<file path="config.mk">
export PLATFORM = sky130hd
export DESIGN_NAME = bfa_ctrl
export DESIGN_NICKNAME = d
export VERILOG_FILES = /design/src/hw/rtl/bfa_pkg.sv /design/src/hw/rtl/bfa_ctrl.sv
export SDC_FILE = /design/constraint.sdc
export NUM_CORES = 1
export LEC_CHECK = 0
export ABC_AREA = 1
export BUFFER_PORTS_ARGS = -buffer_cell sky130_fd_sc_hd__buf_4
export CORE_MARGIN = 2
export CORE_UTILIZATION = 30
export CTS_CLUSTER_SIZE = 20
export DETAILED_ROUTE_END_ITERATION = 8
export HOLD_SLACK_MARGIN = 0.03
export SYNTH_ARGS = -nofsm -noshare
export SYNTH_HDL_FRONTEND = slang
export SYNTH_SLANG_ARGS = --single-unit
</file>
<file path="constraint.sdc">
create_clock -name clk -period 1.5 [get_ports clk]
set_input_delay 0.075 -clock clk [delete_from_list [all_inputs] [get_ports clk]]
set_output_delay 0.075 -clock clk [all_outputs]
set_load 0.005 [all_outputs]
</file>
<file path="src/hw/rtl/bfa_pkg.sv">
`timescale 1ns / 1ps
// ----------------------------------------------------------------------------
// bfa_pkg
// Shared types and constants of the bitmap frame allocator: request kinds,
// field widths and the command and status bundles between controller and
// datapath.
// ----------------------------------------------------------------------------
package bfa_pkg;

  localparam int FRAME_W   = 15;  // frame number field
  localparam int COUNT_W   = 16;  // region length field
  localparam int TOTAL_W   = 16;  // total_frames register
  localparam int FA_W      = 17;  // frame + length - 1 never exceeds 17 bits
  localparam int WORD_BITS = 32;  // frames per map word
  localparam int OFS_W     = 5;   // bit offset inside a map word

  localparam logic [TOTAL_W-1:0] TOTAL_RESET = 16'd32768;

  // Register select bit of the configuration address.
  localparam logic REG_TOTAL_FRAMES = 1'b0;

  typedef enum logic [1:0] {
    FN_ALLOC   = 2'd0,
    FN_FREE    = 2'd1,
    FN_RELEASE = 2'd2,
    FN_RESERVE = 2'd3
  } func_t;

  typedef struct packed {
    logic clr_step;   // write one word of the reset sweep
    logic start;      // latch a new request
    logic rd;         // read the map word at the pointer
    logic rd_zero;    // read map word 0
    logic scan_step;  // word was full during allocation, move on
    logic step;       // move to the next word of a region
    logic wr_alloc;   // set the granted bit
    logic wr_clr;     // clear the region bits of the current word
    logic wr_set;     // set the region bits of the current word
    logic wr_fix;     // force frame 0 used
    logic load_out;   // hand the result to the output register
  } cmd_t;

  typedef struct packed {
    logic clr_last;    // last word of the reset sweep
    logic room;        // some frame is counted free
    logic scan_end;    // pointer reached the search bound
    logic word_full;   // word read holds no clear bit
    logic region_end;  // no word of the region is left in the map
  } sts_t;

endpackage

</file>
<file path="src/hw/rtl/bfa_ctrl.sv">
`timescale 1ns / 1ps
// ----------------------------------------------------------------------------
// bfa_ctrl
// Sequencer of the allocator. Walks the reset sweep, then for each request
// issues map reads and read-modify-writes until the result is ready.
// ----------------------------------------------------------------------------
module bfa_ctrl
  import bfa_pkg::*;
(
  input  logic  clk,
  input  logic  rst_n,
  input  logic  in_valid,
  input  func_t in_func,
  input  logic  out_space,
  input  sts_t  sts,
  output logic  in_ready,
  output cmd_t  cmd
);

  typedef enum logic [2:0] {
    ST_CLEAR,
    ST_IDLE,
    ST_RD,
    ST_CHK,
    ST_FIX_RD,
    ST_FIX_WR,
    ST_DONE
  } state_t;

  state_t state_r, state_nxt;
  func_t  op_r, op_nxt;

  always_ff @(posedge clk) begin
    if (!rst_n) begin
      state_r <= ST_CLEAR;
      op_r    <= FN_ALLOC;
    end else begin
      state_r <= state_nxt;
      op_r    <= op_nxt;
    end
  end

  assign in_ready = (state_r == ST_IDLE);

  always_comb begin
    state_nxt = state_r;
    op_nxt    = op_r;
    cmd       = '0;
    unique case (state_r)
      ST_CLEAR: begin
        cmd.clr_step = 1'b1;
        if (sts.clr_last) state_nxt = ST_IDLE;
      end
      ST_IDLE: begin
        if (in_valid) begin
          cmd.start = 1'b1;
          op_nxt    = in_func;
          state_nxt = ST_RD;
        end
      end
      ST_RD: begin
        if (op_r == FN_ALLOC) begin
          if (sts.room && !sts.scan_end) begin
            cmd.rd    = 1'b1;
            state_nxt = ST_CHK;
          end else begin
            state_nxt = ST_DONE;
          end
        end else if (sts.region_end) begin
          state_nxt = (op_r == FN_RELEASE) ? ST_FIX_RD : ST_DONE;
        end else begin
          cmd.rd    = 1'b1;
          state_nxt = ST_CHK;
        end
      end
      ST_CHK: begin
        unique case (op_r)
          FN_ALLOC: begin
            if (sts.word_full) begin
              cmd.scan_step = 1'b1;
              state_nxt     = ST_RD;
            end else begin
              cmd.wr_alloc = 1'b1;
              state_nxt    = ST_DONE;
            end
          end
          FN_RESERVE: begin
            cmd.wr_set = 1'b1;
            cmd.step   = 1'b1;
            state_nxt  = ST_RD;
          end
          default: begin
            cmd.wr_clr = 1'b1;
            cmd.step   = 1'b1;
            state_nxt  = ST_RD;
          end
        endcase
      end
      ST_FIX_RD: begin
        cmd.rd_zero = 1'b1;
        state_nxt   = ST_FIX_WR;
      end
      ST_FIX_WR: begin
        cmd.wr_fix = 1'b1;
        state_nxt  = ST_DONE;
      end
      ST_DONE: begin
        if (out_space) begin
          cmd.load_out = 1'b1;
          state_nxt    = ST_IDLE;
        end
      end
      default: state_nxt = ST_IDLE;
    endcase
  end

endmodule

</file>
* After elaboration in Yosys (flattened, before gate mapping)
Cells that the tools add are included.
Word-level totals: input port bits 11, word-level logic and storage cells 49, register bits 5, output and inout bits 12
Operators by class: muxes and demuxes 29, reductions and logical operators 7, equal/unequal tests 11
Operator list (number):
- two-way mux 3 bit | 8
- one-hot mux 3 bit (7 select lines) | 1
- two-way mux 1 bit | 18
- equality test 3 bit, second input constant | 3
- equality test 3 x 2 -> 1 bit, second input constant | 2
- != test 2 bit, second input constant | 3
- two-way mux 5 bit | 1
- equality test 2 bit, second input constant | 2
- equality test 3 x 1 -> 1 bit, second input constant | 1
- logical NOT 3 bit | 1
- AND reduction 3 bit | 1
- logical NOT 2 bit | 1
- two-way mux 2 bit | 1
- AND reduction 2 bit | 1
- OR reduction 2 bit | 1
- logical AND 1 bit | 1
- logical NOT 1 bit | 1

* Longest topological paths before layout
depth after elaboration 5, depth in mapped cells 9, gate-level depth less buffers 9

* Least setup slack after synthesis
OpenSTA, ideal clock, no wires.
path type reg2reg, start register state_r[1], end register state_r[2], required time 1.429 ns, path buffers 0, cell stages (with the launch flop) 8, clock period less this slack 1.176 ns, setup time 0.071 ns, data arrival time 1.105 ns, slack 0.324 ns, cell sequence dfxtp_1 inv_2 ha_1 nand2_1 inv_1 nor2_2 nand2_1 a21oi_1
On the way: cells in the longest elaborated chain, start to end 3, elaborated cells between the ends (all ways) 12, classes of those cells eq/ne: 9; mux: 1; reduce/logical: 2
RTL lines:
- from (decl) | line bfa_ctrl.sv:30 | state_t state_r, state_nxt;
- from (signal assigned) | line bfa_ctrl.sv:38 | state_r <= state_nxt;
- equality test 3 bit (tied with other cells) | line bfa_ctrl.sv:49 | unique case (state_r)
- != test 2 bit (no source line)
- AND reduction 3 bit (no source line)
Parallel ways exist; a longest one is shown, timed or not. A chain may end at the register's enable or synchronous reset.

==> flow_metrics.env <==
export IMPL_grt_pass1_wl_mm=1.69
export IMPL_dr_pass1_iters=4
export IMPL_clockRootBuffer="clkbuf_4"
export IMPL_crit_type="reg -> out"
export IMPL_holdWs_ps=58.8
export IMPL_irDropWorstVdd_mv=0.305
export IMPL_synth_seq_cells=5
export IMPL_grt_max_degree=9
export IMPL_r2r_cells=7
export IMPL_dp_hpwl_um=847
export IMPL_drv_slew=0
export IMPL_io_pins=23
export IMPL_hold_viol_final=0
export IMPL_syn_num_nets=89
export IMPL_cp_arrival_ps=1320
export IMPL_syn_area_per_cell_um2=6.31
export IMPL_yosysWarnings=0
export IMPL_setup_viol=0
export IMPL_areaGrowthSynthToFinish_pct=43.2
export IMPL_hold_path_class="in -> reg"
export IMPL_drt_initial_drc_count=4
export IMPL_tightest_slew_ps=229
export IMPL_netlist_instances=74
export IMPL_ys_seq_area_share_pct=21.4
export IMPL_min_path_cells=3
export IMPL_worst_path_max_fanout=6
export IMPL_fin_skew_ps=4.81
export IMPL_powerDensity_nw_per_um2=643
export IMPL_mostFrequentLayoutCells="buf_4 (22), inv_1 (12), nand2_1 (10)"
export IMPL_leakagePower_nw=0.364
export IMPL_layout_nets=115
export IMPL_fin_ws_ps=107
export IMPL_die_area_um2=1890
export IMPL_cts_tree="yes"
export IMPL_start_util_pct=31.3
export IMPL_final_common_cell="buf_4"
export IMPL_clockBufferDepth=2
export IMPL_row_count=14
export IMPL_rsz0062_at_grt="no"
export IMPL_overflow=0
export IMPL_diodes=0
export IMPL_htree_levels=1
export IMPL_post_cts_buffers=0
export IMPL_pre_cts_slack_ps=242
export IMPL_min_period_over_period_pct=92.9
export IMPL_period_minus_slack_ps=1390
export IMPL_slew_headroom_pct=84.6
export IMPL_cp_end_kind="output pin"
export IMPL_clk_pin_slew_ps=50
export IMPL_tns_ps=0
export IMPL_cts_buffers=3
export IMPL_die_w_um=43.4
export IMPL_syn_area_um2=467
export IMPL_antenna_left=0
export IMPL_grt_pass1_vias=440
export IMPL_port_buffers=22
export IMPL_clock_sinks=5
export IMPL_globalRouteTotalUtil_pct=12.4
export IMPL_clock_fmax_mhz=718
export IMPL_gp_congestion=0.806
export IMPL_drc_errors=0
export IMPL_cap_violations=0
export IMPL_vias=511
export IMPL_startpoint_type="flip-flop"
export IMPL_routed_wl_mm=1.02
export IMPL_status="finished clean"
export IMPL_wl_per_cell_um=8.83
export IMPL_synthDistinctLibCells=20
export IMPL_drive_gt1_share_pct=41.4
export IMPL_core_um2=1490
export IMPL_vias_per_cell=4.44
export IMPL_worst_ep_required_time_ps=1420
export IMPL_die_h_um=43.4
export IMPL_clk_latency_ps=240
export IMPL_antenna_found_initial=0
-- area by class of cell --
class / count / area (um^2)
fill: 167 / 821
multi-input combinational: 49 / 282
timing repair buffer: 22 / 165
sequential: 5 / 101
inverter: 19 / 73.8
clock buffer: 4 / 26.3
tap: 16 / 20.0
-- where the power goes --
| part | internal, mW | switching [mW] | total [mW] |
|---|---|---|---|
| sequential | 0.142 | 0.0125 | 0.154 |
| clock | 0.101 | 0.0574 | 0.158 |
| combinational | 0.0563 | 0.0609 | 0.117 |
-- timing repair --
item	CTS	global route
setup endpoints to repair	0	1
resized for setup	0	1
hold buffers	0	0
endpoints found under the hold margin	0	0
-- metrics by stage --
stage	power, mW	cell area [um^2]	std cells	util, %
after CTS	0.434	667	115	44.8
after global routing	0.464	668	115	44.9
after floorplan	0.232	467	74	-
after detailed placement	0.274	641	111	43.0
after global placement	0.273	641	111	43.0
final	0.430	668	115	44.9
-- critical path, stage by stage, from the launching register on --
cell and delay (ps):
dfxtp_1 320, inv_1 80, ha_1 230, inv_2 100, nand2_1 70, o211ai_1 100, inv_2 50, buf_4 130
-- flip-flops by register name (all words and copies together) (netlist names) --
register  count
op_r          2
state_r       3
-- final timing paths --
kind | to | slack [ps] | from
setup / recovery | cmd[8] | 110 | op_r[0]
hold / removal | state_r[1] | 60 | rst_n
setup reg to reg | state_r[2] | 220 | state_r[1]
hold reg to reg | op_r[1] | 510 | op_r[1]
-- per-layer routing --
layer,GRT usage [%],share of wire (%),vias to the layer above
met2,17.6,41,15
met5,0,0,-
met3,2.50,7.4,4
met1,15.7,49,208
met4,10.9,2.9,0
li1,-,-,284
-- synth_stat cells (all sizes together) --
library cell   n  area, um^2
nand3b         1        11.3
nor2          13        58.8
o21ai          4        20.0
buf            1        11.3
nor4           1        6.26
inv           19        73.8
nand3          4        30.0
dfxtp          5         100
nor3           2        10.0
ha             4        50.1
a21oi          5        25.0
nand4          3        18.8
nand2         11        43.8
o211ai         1        7.51
-- logic make-up (layout without fill, tap and decap cells) --
logic type / count (synthesis) / count (layout) / synth area share, %
AO/OA/AOI/OAI: 10 / 10 / 11.3
AND/OR/NAND/NOR: 35 / 35 / 38.3
flip-flops: 5 / 5 / 21.4
buffers and inverters: 20 / 45 / 18.2
adder cells (fa/ha/maj): 4 / 4 / 10.7
(Power assumes the default switching activity.)
